$ cat src/hdl/dtsc_pkg.sv
// shared types and constants of the dense-to-sparse coordinate scan
`timescale 1ns / 1ps
package dtsc_pkg;

	localparam int EXT_W     = 9;
	localparam int COORD_W   = 8;
	localparam int VAL_W     = 64;
	localparam int CNT_W     = 13;
	localparam int IDX_W     = 12;
	localparam int OP_W      = 2;
	localparam int CFG_IDX_W = 2;
	localparam int PROD_W    = 4 * EXT_W;
	localparam int SETTLE_W  = 3;

	localparam logic [OP_W-1:0] OP_WRITE  = 2'd0;
	localparam logic [OP_W-1:0] OP_REWIND = 2'd1;
	localparam logic [OP_W-1:0] OP_NEXT   = 2'd2;

	localparam logic [CFG_IDX_W-1:0] CFG_FIRST_EXTENT  = 2'd0;
	localparam logic [CFG_IDX_W-1:0] CFG_SECOND_EXTENT = 2'd1;
	localparam logic [CFG_IDX_W-1:0] CFG_THIRD_EXTENT  = 2'd2;
	localparam logic [CFG_IDX_W-1:0] CFG_FOURTH_EXTENT = 2'd3;

	// cycles from an extent write until the size check is valid
	localparam logic [SETTLE_W-1:0] SETTLE_CYCLES = 3'd4;

	typedef struct packed {
		logic wr_en;
		logic rewind;
		logic t1_ld;
		logic t2_ld;
		logic addr_ld;
		logic rd_en;
		logic adv;
		logic emit_found;
		logic emit_done;
		logic emit_err;
		logic out_ld;
	} dtsc_cmd_t;

	typedef struct packed {
		logic stable;
		logic size_err;
		logic finished;
		logic first_out;
		logic in_range;
		logic nonzero;
		logic out_free;
	} dtsc_sts_t;

	typedef struct packed {
		logic               size_error;
		logic               scan_done;
		logic [CNT_W-1:0]   entry_number;
		logic [VAL_W-1:0]   found_value;
		logic [COORD_W-1:0] fourth_coord;
		logic [COORD_W-1:0] third_coord;
		logic [COORD_W-1:0] second_coord;
		logic [COORD_W-1:0] first_coord;
	} dtsc_res_t;

endpackage

$ cat src/hdl/dtsc_ctrl.sv
// scan controller: sequences writes, rewinds and the element walk of a fetch
`timescale 1ns / 1ps
module dtsc_ctrl (
	input  logic                       clk,
	input  logic                       arst_n,
	input  logic                       in_valid,
	input  logic [dtsc_pkg::OP_W-1:0]  in_op,
	output logic                       in_ready,
	input  dtsc_pkg::dtsc_sts_t        sts,
	output dtsc_pkg::dtsc_cmd_t        cmd
);

	typedef enum logic [7:0] {
		S_IDLE  = 8'b0000_0001,
		S_CHECK = 8'b0000_0010,
		S_STEP  = 8'b0000_0100,
		S_ADDR2 = 8'b0000_1000,
		S_ADDR3 = 8'b0001_0000,
		S_READ  = 8'b0010_0000,
		S_TEST  = 8'b0100_0000,
		S_EMIT  = 8'b1000_0000
	} state_t;

	state_t state_q;
	state_t state_nxt;

	always_comb begin
		state_nxt = state_q;
		cmd       = '0;
		in_ready  = 1'b0;
		case (state_q)
			S_IDLE: begin
				in_ready = 1'b1;
				if (in_valid) begin
					if (in_op == dtsc_pkg::OP_WRITE) begin
						cmd.wr_en = 1'b1;
					end else if (in_op == dtsc_pkg::OP_REWIND) begin
						cmd.rewind = 1'b1;
					end else if (in_op == dtsc_pkg::OP_NEXT) begin
						state_nxt = S_CHECK;
					end
				end
			end
			S_CHECK: begin
				// wait for the extent product to settle after a config write
				if (sts.stable) begin
					if (sts.size_err) begin
						cmd.emit_err = 1'b1;
						state_nxt    = S_EMIT;
					end else if (sts.finished) begin
						cmd.emit_done = 1'b1;
						state_nxt     = S_EMIT;
					end else begin
						state_nxt = S_STEP;
					end
				end
			end
			S_STEP: begin
				if (sts.first_out) begin
					cmd.emit_done = 1'b1;
					state_nxt     = S_EMIT;
				end else if (sts.in_range) begin
					cmd.t1_ld = 1'b1;
					state_nxt = S_ADDR2;
				end else begin
					// position outside the extents, skip it
					cmd.adv = 1'b1;
				end
			end
			S_ADDR2: begin
				cmd.t2_ld = 1'b1;
				state_nxt = S_ADDR3;
			end
			S_ADDR3: begin
				cmd.addr_ld = 1'b1;
				state_nxt   = S_READ;
			end
			S_READ: begin
				cmd.rd_en = 1'b1;
				state_nxt = S_TEST;
			end
			S_TEST: begin
				cmd.adv = 1'b1;
				if (sts.nonzero) begin
					cmd.emit_found = 1'b1;
					state_nxt      = S_EMIT;
				end else begin
					state_nxt = S_STEP;
				end
			end
			S_EMIT: begin
				if (sts.out_free) begin
					cmd.out_ld = 1'b1;
					state_nxt  = S_IDLE;
				end
			end
			default: begin
				state_nxt = S_IDLE;
			end
		endcase
	end

	always_ff @(posedge clk or negedge arst_n) begin
		if (!arst_n) begin
			state_q <= S_IDLE;
		end else begin
			state_q <= state_nxt;
		end
	end

endmodule

$ cat config.mk
export PLATFORM = sky130hd
export DESIGN_NAME = dtsc_ctrl
export DESIGN_NICKNAME = d
export VERILOG_FILES = /design/src/hdl/dtsc_pkg.sv /design/src/hdl/dtsc_ctrl.sv
export SDC_FILE = /design/constraint.sdc
export NUM_CORES = 1
export LEC_CHECK = 0
export BUFFER_PORTS_ARGS = -buffer_cell sky130_fd_sc_hd__buf_2
export CAP_MARGIN = 20
export CORE_UTILIZATION = 46
export CTS_CLUSTER_DIAMETER = 30
export CTS_CLUSTER_SIZE = 12
export DETAILED_ROUTE_END_ITERATION = 16
export HOLD_SLACK_MARGIN = 0.15
export PLACE_DENSITY_LB_ADDON = 0.25
export SLEW_MARGIN = 5
export SYNTH_ARGS = -nofsm -noshare
export SYNTH_HDL_FRONTEND = slang
export SYNTH_SLANG_ARGS = --single-unit
$ cat constraint.sdc
create_clock -name clk -period 2.9 [get_ports clk]
set_clock_uncertainty 0.2 [all_clocks]
set_input_delay 0.29 -clock clk [delete_from_list [all_inputs] [get_ports clk]]
set_output_delay 0.29 -clock clk [all_outputs]
set_load 0.05 [all_outputs]
### After elaboration in Yosys (flattened, before gate mapping)

Index checks and enable logic that the tools add are counted.

| storage, ports and cells | value |
|---|---|
| output and inout bits | 12 |
| bits in registers | 8 |
| input bits | 12 |
| logic and storage cells | 58 |

| cells by class | value |
|---|---|
| muxes and demuxes | 38 |
| reductions and logical operators | 2 |
| equality and inequality tests | 17 |

Operators by type and width:

| cell | count |
|---|---|
| $mux W8 | 11 |
| $pmux W8 S8 | 1 |
| $mux W1 | 21 |
| $ne A2 B2 Y1 const B | 6 |
| $eq A8 B1 Y1 const B | 1 |
| $eq A8 B2 Y1 const B | 1 |
| $eq A8 B3 Y1 const B | 1 |
| $eq A8 B4 Y1 const B | 1 |
| $eq A8 B5 Y1 const B | 1 |
| $eq A8 B6 Y1 const B | 1 |
| $eq A8 B7 Y1 const B | 1 |
| $eq A8 B8 Y1 const B | 1 |
| $reduce_and A7 Y1 | 1 |
| $mux W2 | 3 |
| $pmux W1 S2 | 2 |
| $ne A3 B3 Y1 const B | 1 |
| $eq A2 B1 Y1 const B | 1 |
| $eq A2 B2 Y1 const B | 1 |
| $logic_not A2 Y1 | 1 |

### Longest topological paths before layout

Gate-level depths: netlist of the first run.

| logic depth | value |
|---|---|
| depth in word-level cells | 6 |
| gate-level depth with buffers | 6 |
| mapped depth without buffers | 5 |

### Worst setup path after synthesis of the first run

No wires, ideal clock.

| timing path | value |
|---|---|
| path type | reg-to-output |
| start | reg state_q[7] |
| end | out cmd[8] in the netlist's numbering |
| data required time | 2.410 ns |
| arrival time | 2.323 ns |
| slack | 0.087 ns |
| stages on the path, launching flop included | 4 |
| buffers on the path | 0 |
| cell sequence | dfrtp_1 > nor4_2 > nand2_1 > nor3b_1 |

RTL lines:

| element | RTL line | text |
|---|---|---|
| start, declared | dtsc_ctrl.sv:24 | `state_t state_q;` |
| start signal, assigned | dtsc_ctrl.sv:107 | `state_q <= state_nxt;` |
| end, declared | dtsc_ctrl.sv:10 | `output dtsc_pkg::dtsc_cmd_t cmd` |

==> parameters.txt, run 1 <==
Parameter                              Value

Run status
  Status ... finished, final reports clean

GRT
  Global route overflow ... 0
  Number of global-route vias before repair ... roughly 560
  Antenna violations before repair ... 0
  Gr usage total ... 23.6%
  Maximum number of pins on one net before global-route repair ... 10
  Global-route wire length before repair ... ~2.3 mm

STA
  Setup TNS after final layout ... 0 ns
  Final worst path period need ... 2.77 ns
  Final hold violations ... 0
  Worst slew slack as a fraction of its limit ... 59.6%
  Setup repair after global routing missed its margin ... false
  Worst Tran Pin Value ... between 0.5 and 0.6 ns
  Final period util ... a little over nine tenths
  Top achievable clock speed ... 362 MHz
  Final setup fails ... 0
  Total count of max-transition violations in the final report ... 0

Synthesis
  Parity-gate share of the synthesized area counting xor and xnor cells ... 1.42%
  Instance count of the mapped netlist ... 66
  Post-Synth Adder-Cell Area ... 0%
  Sequential-to-total area share from yosys stat ... about a third
  Combinational family with the most area after synthesis ... simple AND/OR/NAND/NOR gates
  Async set-or-reset flop fraction in the synthesized netlist ... 100%
  Post-synthesis share of cell area spent on and, or, nand and nor gates ... around half
  Flops & latches, synth ... 8
  Commonest register cell after synthesis ... sky130_fd_sc_hd__dfrtp_1
  Avg Synthesized Cell Area ... slightly above 9 um2
  Warnings, synthesis ... 0
  Syn Nets ... ~80
  Share of cell area taken by muxes after synthesis ... 0%
  Number of enable flip-flop cells after synthesis ... 0
  Number of distinct library cell variants in the gate-level netlist after synthesis ... 31
  Post-Syn Area ... 617 um2
  Compound-Gate Fraction of Synth Area ... around an eighth

Critical path
  Depth of the worst register-to-register path ... 4
  Critical path launch point type ... flip-flop
  Data arrival time of the worst path ... between 2 and 2.5 ns
  Worst reg-to-reg setup slack ... around 0.54 ns
  Slowest Stage Delay on Critical Path ... 0.57 ns
  Type of destination of the critical path ... output port
  Class of the most critical setup path ... flip-flop to output port
  CP Data Required Time ... 2.41 ns
  Critical path peak fanout ... 6
  Startpoint of the worst-slack reg-to-reg timing path ... state_q[4]$_DFFE_PN0P_
  Worst reg2reg endpoint ... state_q[3]$_DFFE_PN0P_
  Master of the slowest instance on the critical path ... sky130_fd_sc_hd__or4_4
  CP cell instances ... or4_4, or3_1, nor2_1, nand4b_1, nand2_1, buf_2

Routing
  Met1 layer wirelength in the final routing ... approximately 640 um
  First-pass iteration count of the detailed router ... 4
  Highest signal layer in the routed design ... met4
  Met2 wirelength from detailed routing ... 744 um
  DRC violations left ... 0
  Via total after detailed routing ... around 630
  Vias per cell ... between 5 and 6
  First DRT Iteration DRCs ... 16
  Wirelength, routed ... about 1.5 mm
  Post-detailed-route wirelength per cell ... ~13 um
  Remaining antenna violation count after routing ... 0
  Amount of wire on met3 after detailed routing ... between 70 and 80 um

Clocking
  Clock Pin Slew Worst Setup and Hold Paths ... 0.05 ns
  TritonCTS clock tree ... built
  Maximum buffer depth of the clock tree ... 2
  Worst skew pair latency ... around 0.25 ns
  Buffer type at the clock tree root ... sky130_fd_sc_hd__clkbuf_4
  Number of clock sinks ... 8
  Number of H-tree levels ... 1
  Hold bufs inserted after CTS ... 4
  Number of gates resized after cts ... 0
  Post-CTS setup repair buffer count ... 0
  CTS buffer count ... 3

Layout
  Ant diodes ... 0
  # fillers ... between 90 and 100
  Area added between synthesis and finish ... 31.0%
  Reg with most FFs ... state_q
  Flip-flop count of the largest register, all copies and words added ... 8
  Seq. cell area ... ~200 um2
  Utilization of the core after routing ... between 60% and 70%
  Share of post-route cells with drive strength above 1 ... about two fifths
  Net count reported at finish ... 109
  Registers with the highest flip-flop counts ... state_q x8
  Area taken by multi-input logic gates ... around 400 um2

Floorplan
  Total core area ... ~0.0012 mm2
  Die width ... 38.6 um
  Total Die Area ... 0.00149 mm2
  Io pins ... 24
  DIE HEIGHT ... around 39 um
  Cell Rows ... 12
  Starting density of the core ... between 50% and 60%

Pwr
  Areal power density over the cells ... 670 mW/mm2
  Maximum resistive drop on vdd ... approximately 0.00032 V
  Leakage ... ~0.42 nW

Job
  Max-cap check violation count ... 0

Placed design
  Port Buf Inserts ... 23
  Post-detail-place hpwl ... ~1.2 mm
  Routability Congestion ... a little under 0.8

Worst hold path
  Hold Crit Depth ... 4
  Hold wc startpoint ... sts[2]
  Worst hold-check path type ... input pin to flip-flop
  Worst Hold Endpoint ... state_q[2]$_DFFE_PN0P_
## cell usage after synthesis, drive strengths merged, types with 2 or more instances
master / instances / area [um2]
and3: 4 / 25.0
and4b: 3 / 30.0
dfrtp: 7 / 175
nand2: 7 / 33.8
nand2b: 2 / 12.5
nand3: 2 / 10.0
nor2: 8 / 37.5
nor3b: 7 / 52.6
nor4: 2 / 18.8
nor4b: 3 / 26.3
o21ai: 4 / 27.5
or4: 2 / 22.5
## logic make-up after synthesis
kind of cell / count (synthesis)
compound gates: 10
simple gates: 45
flops: 8
buf+inv: 2
xor+xnor: 1
## cell usage in the layout (no fill, tap or decap), drive strengths merged, types with 3 or more instances in the layout
master / count
nor2: 8
clkbuf: 4
and3: 4
dfrtp: 7
dlygate4sd3: 4
nor3b: 7
and4b: 3
nand2: 7
o21ai: 4
nor4b: 3
buf: 24
## how the worst max path moves through the flow
stage,startpoint,to,slack [ns]
final,state_q[3]$_DFFE_PN0P_,cmd[2],0.13
after global routing,state_q[3]$_DFFE_PN0P_,cmd[2],0.02
after CTS,state_q[3]$_DFFE_PN0P_,cmd[2],0.14
after detailed placement,state_q[3]$_DFFE_PN0P_,cmd[2],0.42
after global placement,state_q[4]$_DFFE_PN0P_,cmd[2],0.45
after floorplan,state_q[7]$_DFFE_PN0P_,cmd[8],0.09
## metal layers
metal,GRT usage [%],up-vias
li1,-,314
met1,26.8,289
met2,41.7,22
met3,8.67,2
met4,5.17,0
met5,0,-
## power breakdown
part,switching [mW],total (mW),leakage (nW),internal (mW)
clock,0.0370,0.0896,0.0150,0.0526
sequential,0.0264,0.161,0.107,0.135
combinational,0.184,0.291,0.302,0.107
total,0.248,0.542,0.424,0.294
## area by class of cell
type / instances / share of cell area [%]
clock buffers: 4 / 3.25
multi-input cells: 56 / 49.5
flip-flops and latches: 8 / 24.9
well taps: 14 / 2.17
repair buffers: 28 / 20.1
## per-stage QoR
stage | power, mW | area, um2 | instances | hold slack, ns | worst slack [ns]
floorplan | 0.375 | 617 | 66 | -0.206 | 0.0874
global placement | 0.444 | 742 | 102 | -0.0641 | 0.447
detailed placement | 0.449 | 742 | 102 | -0.0618 | 0.425
CTS | 0.546 | 808 | 110 | 0.189 | 0.143
global route | 0.577 | 808 | 110 | 0.202 | 0.0184
finish | 0.542 | 808 | 110 | 0.196 | 0.134
## worst max-delay path: cells and delay by family, from the launching register on
| family | cells | cell delay [ns] |
|---|---|---|
| buf+inv | 1 | 0.25 |
| simple gates | 5 | 1.34 |
| flops | 1 | 0.43 |
(Power assumes the default switching activity.)
==> inputs of run 2 (changes only) <==
--- a/config.mk
+++ b/config.mk
@@ -8,8 +8,10 @@
 export BUFFER_PORTS_ARGS = -buffer_cell sky130_fd_sc_hd__buf_2
 export CAP_MARGIN = 20
-export CORE_UTILIZATION = 46
+export CORE_AREA = 2 2 39 41
+export CTS_BUF_LIST = sky130_fd_sc_hd__clkbuf_8
 export CTS_CLUSTER_DIAMETER = 30
 export CTS_CLUSTER_SIZE = 12
 export DETAILED_ROUTE_END_ITERATION = 16
+export DIE_AREA = 0 0 41 43
 export HOLD_SLACK_MARGIN = 0.15
 export PLACE_DENSITY_LB_ADDON = 0.25
==> constraint.sdc (replaced) <==
create_clock -name clk -period 2.9 [get_ports clk]
set_clock_uncertainty 0.2 [all_clocks]
set_input_delay 0.145 -clock clk [delete_from_list [all_inputs] [get_ports clk]]
set_output_delay 0.145 -clock clk [all_outputs]
set_load 0.05 [all_outputs]
==> run 2 against run 1 <==
Against the previous run: wire length up 5.3%; count of clock-buffer cells in the layout decreased by 1; combinational power is 1% lower; utilization decreased by 6.0 points; hold slack lost 0.010 ns; first-iteration DRC count fell by 31%; maximum frequency up 2.3%; final cell count rose by 5.5%; critical path type is now flip-flop to flip-flop.
==> parameters.txt, run 2 (synthesis gave the netlist of run 1 again) <==
Parameter                              Value

Run status
  Status ... finished, final reports clean

Floorplan
  Cell Rows ... 14
  Total core area ... around 0.0014 mm2
  DIE HEIGHT ... approximately 43 um
  Total Die Area ... 0.00176 mm2
  Starting density of the core ... 44.6%
  Die width ... between 40 and 50 um
  Io pins ... 24

GRT
  Global route overflow ... 0
  Gr usage total ... about 19%
  Antenna violations before repair ... 0
  Maximum number of pins on one net before global-route repair ... 10
  Met2 usage ... between 20% and 30%
  GR Util met1 ... ~25%
  Global-route wire length before repair ... around 2.3 mm
  Busiest grt layer ... met2
  Grt met3 use ... between 4 and 5%
  Number of global-route vias before repair ... 560

Critical path
  Data arrival time of the worst path ... 2.67 ns
  Critical path peak fanout ... 9
  Bufs and invs on worst path ... 1
  Master of the slowest instance on the critical path ... sky130_fd_sc_hd__dlygate4sd3_1
  CP Data Required Time ... about 2.9 ns
  Critical path launch point type ... flip-flop
  Type of destination of the critical path ... flip-flop
  CP cell instances ... or4_4, or4_4, o21ai_2, o41ai_2, o21bai_2, dlygate4sd3_1
  Dominant delay contributor by cell family on the critical path ... simple AND/OR/NAND/NOR gates
  Class of the most critical setup path ... flip-flop to flip-flop
  Slowest Stage Delay on Critical Path ... roughly 0.56 ns
  Most used cell, CP ... sky130_fd_sc_hd__or4_4

Worst hold path
  Worst hold-check path type ... input pin to asynchronous set/reset pin

STA
  Final worst slack ... about 0.20 ns
  Final worst path period need ... 2.70 ns
  Final hold violations ... 0
  Setup repair after global routing missed its margin ... false
  Total count of max-transition violations in the final report ... 0
  Worst slew slack as a fraction of its limit ... 51.8%
  Final setup fails ... 0
  Final period util ... approximately 93%
  Worst Tran Pin Value ... about 0.72 ns
  Top achievable clock speed ... between 300 and 400 MHz
  Setup TNS after final layout ... 0 ns

Routing
  Vias per cell ... around 5.6
  First DRT Iteration DRCs ... 11
  First-pass iteration count of the detailed router ... 4
  Via total after detailed routing ... roughly 650
  Remaining antenna violation count after routing ... 0
  DRC violations left ... 0
  Wirelength, routed ... between 1.5 and 2 mm
  Post-detailed-route wirelength per cell ... between 10 and 15 um

Clocking
  Number of H-tree levels ... 1
  Maximum buffer depth of the clock tree ... 2
  Worst skew pair latency ... ~0.23 ns
  Number of clock sinks ... 8
  CTS buffer count ... 3
  TritonCTS clock tree ... built
  Number of gates resized after cts ... 0
  Buffer type at the clock tree root ... sky130_fd_sc_hd__clkbuf_8
  Clock Pin Slew Worst Setup and Hold Paths ... approximately 0.05 ns

Layout
  Most common cell after layout, fill and taps aside ... sky130_fd_sc_hd__buf_2
  Ant diodes ... 0
  Reg with most FFs ... state_q
  Registers with the highest flip-flop counts ... state_q x8
  Share of post-route cells with drive strength above 1 ... between 30% and 40%
  Flip-flop count of the largest register, all copies and words added ... 8
  Most frequent cells in the layout ... sky130_fd_sc_hd__buf_2 (23), sky130_fd_sc_hd__dlygate4sd3_1 (9), sky130_fd_sc_hd__nor2_1 (7), sky130_fd_sc_hd__nor3b_1 (7), sky130_fd_sc_hd__dfrtp_1 (7)
  Post-route insts no fill ... roughly 120
  # fillers ... roughly 120
  Net count reported at finish ... 113
  Area added between synthesis and finish ... 41.4%

Pwr
  Areal power density over the cells ... 674 mW/mm2
  Leakage ... roughly 0.46 nW
  Maximum resistive drop on vdd ... 0.000346 V

Job
  Max-cap check violation count ... 0

Placed design
  Routability Congestion ... about 0.80
  Port Buf Inserts ... 23
  Post-detail-place hpwl ... about 1.1 mm
  Worst slack, placed ... 0.540 ns
  Number of cells after detailed placement ... between 100 and 150
[run 2: cell types whose count changed in the layout (fill, tap and decap cells not counted), sizes merged]
cell         delta
buf             -1
clkbuf          -1
dlygate4sd3     +5
inv             +1
[run 2: path summary, 6_finish.rpt]
kind	start	endpoint	slack, ns	cells after the start
min in group clk	state_q[0]$_DFFE_PN1P_	state_q[0]$_DFFE_PN1P_	0.38	1
max	state_q[4]$_DFFE_PN0P_	state_q[7]$_DFFE_PN0P_	0.20	6
max in group asynchronous	arst_n	state_q[7]$_DFFE_PN0P_	1.55	3
min	arst_n	state_q[0]$_DFFE_PN1P_	0.19	2
max reg2reg	state_q[4]$_DFFE_PN0P_	state_q[7]$_DFFE_PN0P_	0.20	6
min reg2reg	state_q[0]$_DFFE_PN1P_	state_q[0]$_DFFE_PN1P_	0.38	1
[run 2: layout make-up]
cell class                 instances  area [um2]  share of cell area, %
clock buffer                       3        41.3                   4.73
clock inverter                     1        3.75                  0.430
multi-input combinational         56         400                   45.9
sequential                         8         201                   23.1
tap                               16        20.0                   2.30
timing repair buffer              32         205                   23.5
[run 2: what timing repair did]
| item | 4_1_cts | 5_1_grt |
|---|---|---|
| buffers inserted | 0 | 0 |
| hold endpoints to repair | 12 | 0 |
| hold buffers | 9 | 0 |
[run 2: power by group]
group | switching, mW | leakage (nW) | internal, mW
Sequential | 0.0251 | 0.107 | 0.135
Clock | 0.0486 | 0.0269 | 0.0921
Combinational | 0.183 | 0.323 | 0.104
[run 2: per-layer routing]
metal	routed length (um)	part of all wire, %
met5	0	0
met4	17	1.1
met3	79	5.1
met2	758	49
met1	683	44
[run 2: through the flow]
stage	power (mW)	instance area (um2)	hold WS, ns	util, %
CTS	0.587	872	0.192	63.0
floorplan	0.375	617	-0.351	-
finish	0.588	872	0.186	63.0
global placement	0.433	737	-0.205	53.3
detailed placement	0.434	737	-0.201	53.3
global route	0.625	872	0.212	63.0
==> inputs of run 3 (changes only) <==
CORE_AREA = 8 8 45 47   (was 2 2 39 41)
DIE_AREA = 0 0 53 55   (was 0 0 41 43)
RECOVER_POWER = 25   (was unset)
==> run 3 against run 2 <==
Against the previous run: flip-flop and latch count stayed put; hold slack better by 0.038 ns; sequential power hardly changed; die area is 65% higher; highest routed layer unchanged.
==> parameters.txt, run 3 (synthesis gave the netlist of run 1 again) <==
Parameter                              Value

Layout
  Registers with the highest flip-flop counts ... state_q x8
  Ant diodes ... 0
  Most common cell after layout, fill and taps aside ... sky130_fd_sc_hd__buf_2
  # fillers ... approximately 120
  Flip-flop count of the largest register, all copies and words added ... 8
  Area added between synthesis and finish ... 41.2%
  Reg with most FFs ... state_q
  Most frequent cells in the layout ... sky130_fd_sc_hd__buf_2 (22), sky130_fd_sc_hd__dlygate4sd3_1 (9), sky130_fd_sc_hd__nor2_1 (7), sky130_fd_sc_hd__nor3b_1 (7), sky130_fd_sc_hd__dfrtp_1 (7)
  Net count reported at finish ... 113
  Share of post-route cells with drive strength above 1 ... a little over a third

Floorplan
  Cell Rows ... 14
  Total Die Area ... between 0.002 and 0.003 mm2
  Die width ... 53 um
  Total core area ... 0.00138 mm2
  DIE HEIGHT ... 55 um
  Io pins ... 24
  Starting density of the core ... 44.6%

Worst hold path
  Worst hold-check path type ... input pin to asynchronous set/reset pin

Critical path
  Critical path peak fanout ... 9
  Worst reg-to-reg setup slack ... 0.17 ns
  Data arrival time of the worst path ... 2.70 ns
  Depth of the worst register-to-register path ... 6
  Most used cell, CP ... sky130_fd_sc_hd__or4_4
  Critical path launch point type ... flip-flop
  CP cell instances ... or4_4, or4_4, o21ai_2, o41ai_2, o21bai_2, dlygate4sd3_1
  Class of the most critical setup path ... flip-flop to flip-flop
  Startpoint of the worst-slack reg-to-reg timing path ... state_q[4]$_DFFE_PN0P_
  Slowest Stage Delay on Critical Path ... between 0.5 and 0.6 ns
  Type of destination of the critical path ... flip-flop
  Worst reg2reg endpoint ... state_q[7]$_DFFE_PN0P_
  Master of the slowest instance on the critical path ... sky130_fd_sc_hd__dlygate4sd3_1
  CP Data Required Time ... between 2 and 3 ns

STA
  Top achievable clock speed ... 366 MHz
  Worst Tran Pin Value ... around 0.76 ns
  Final hold violations ... 0
  Worst slew slack as a fraction of its limit ... roughly half
  Setup TNS after final layout ... 0 ns
  Final worst path period need ... ~2.7 ns
  Final worst slack ... 0.170 ns
  Final period util ... 94.1%
  Setup repair after global routing missed its margin ... false
  Final setup fails ... 0
  Total count of max-transition violations in the final report ... 0

Routing
  Vias per cell ... roughly 5.6
  First-pass iteration count of the detailed router ... 4
  Remaining antenna violation count after routing ... 0
  Via total after detailed routing ... 653
  Wirelength, routed ... about 1.7 mm
  First DRT Iteration DRCs ... 15
  DRC violations left ... 0
  Post-detailed-route wirelength per cell ... 14.9 um

GRT
  Gr usage total ... about 13%
  Global-route wire length before repair ... about 2.8 mm
  Maximum number of pins on one net before global-route repair ... 10
  Number of global-route vias before repair ... 640
  Global route overflow ... 0
  Antenna violations before repair ... 0

Clocking
  Maximum buffer depth of the clock tree ... 2
  Buffer type at the clock tree root ... sky130_fd_sc_hd__clkbuf_8
  Clock Pin Slew Worst Setup and Hold Paths ... ~0.05 ns
  CTS buffer count ... 3
  Number of clock sinks ... 8
  Number of gates resized after cts ... 0
  Worst skew pair latency ... about 0.23 ns
  TritonCTS clock tree ... built
  Number of H-tree levels ... 1

Placed design
  Worst slack, placed ... roughly 0.55 ns
  Port Buf Inserts ... 23
  Post-detail-place hpwl ... about 1.3 mm
  Routability Congestion ... approximately 0.9

Pwr
  Maximum resistive drop on vdd ... about 0.00035 V
  Leakage ... 0.454 nW
  Areal power density over the cells ... 677 mW/mm2

Job
  Max-cap check violation count ... 0

Run status
  Status ... finished, final reports clean
==> run 3: metal layers <==
layer,track usage [%],wire length [um]
met5,0,0
met4,3.88,16
met2,21.3,848
met3,4.01,63
met1,15.1,801
==> run 3: repair_timing <==
item | in CTS | in global routing
buffers inserted | 0 | 0
endpoints found under the hold margin | 12 | 0
hold buffers | 9 | 0
==> run 3: layout make-up <==
class | instances | area, um2 | area share, %
multi-input combinational | 56 | 400 | 46.0
timing repair buffer | 32 | 204 | 23.4
sequential | 8 | 201 | 23.1
clock buffer | 3 | 41.3 | 4.74
tap | 16 | 20.0 | 2.30
clock inverter | 1 | 3.75 | 0.431
==> run 3: worst max-delay path: cells and delay by family, from the launching register on <==
kind,cells,cell delay (ns)
simple gates,2,1.06
buf+inv,1,0.55
flops,1,0.48
compound gates,3,0.36
==> run 3: stage by stage <==
stage | hold slack (ns) | total power, mW | util, % | cells | cell area (um2)
CTS | 0.200 | 0.591 | 63.0 | 116 | 872
detailed placement | -0.206 | 0.436 | 53.3 | 103 | 737
floorplan | -0.351 | 0.375 | - | 66 | 617
global route | 0.233 | 0.627 | 62.9 | 116 | 871
global placement | -0.205 | 0.434 | 53.3 | 103 | 737
finish | 0.224 | 0.590 | 62.9 | 116 | 871
==> run 3: how the worst max path moves through the flow <==
stage                                      start                endpoint  slack [ns]
final                     state_q[4]$_DFFE_PN0P_  state_q[7]$_DFFE_PN0P_        0.17
after global routing      state_q[4]$_DFFE_PN0P_  state_q[7]$_DFFE_PN0P_        0.09
after CTS                 state_q[4]$_DFFE_PN0P_  state_q[2]$_DFFE_PN0P_        0.19
after detailed placement  state_q[4]$_DFFE_PN0P_                  cmd[2]        0.55
after global placement    state_q[4]$_DFFE_PN0P_                  cmd[2]        0.57
after floorplan           state_q[7]$_DFFE_PN0P_                  cmd[8]        0.23
==> run 3: power breakdown <==
group | switching (mW) | total [mW] | internal (mW)
clock | 0.0466 | 0.139 | 0.0919
sequential | 0.0261 | 0.161 | 0.135
combinational | 0.186 | 0.290 | 0.104
total | 0.259 | 0.590 | 0.331
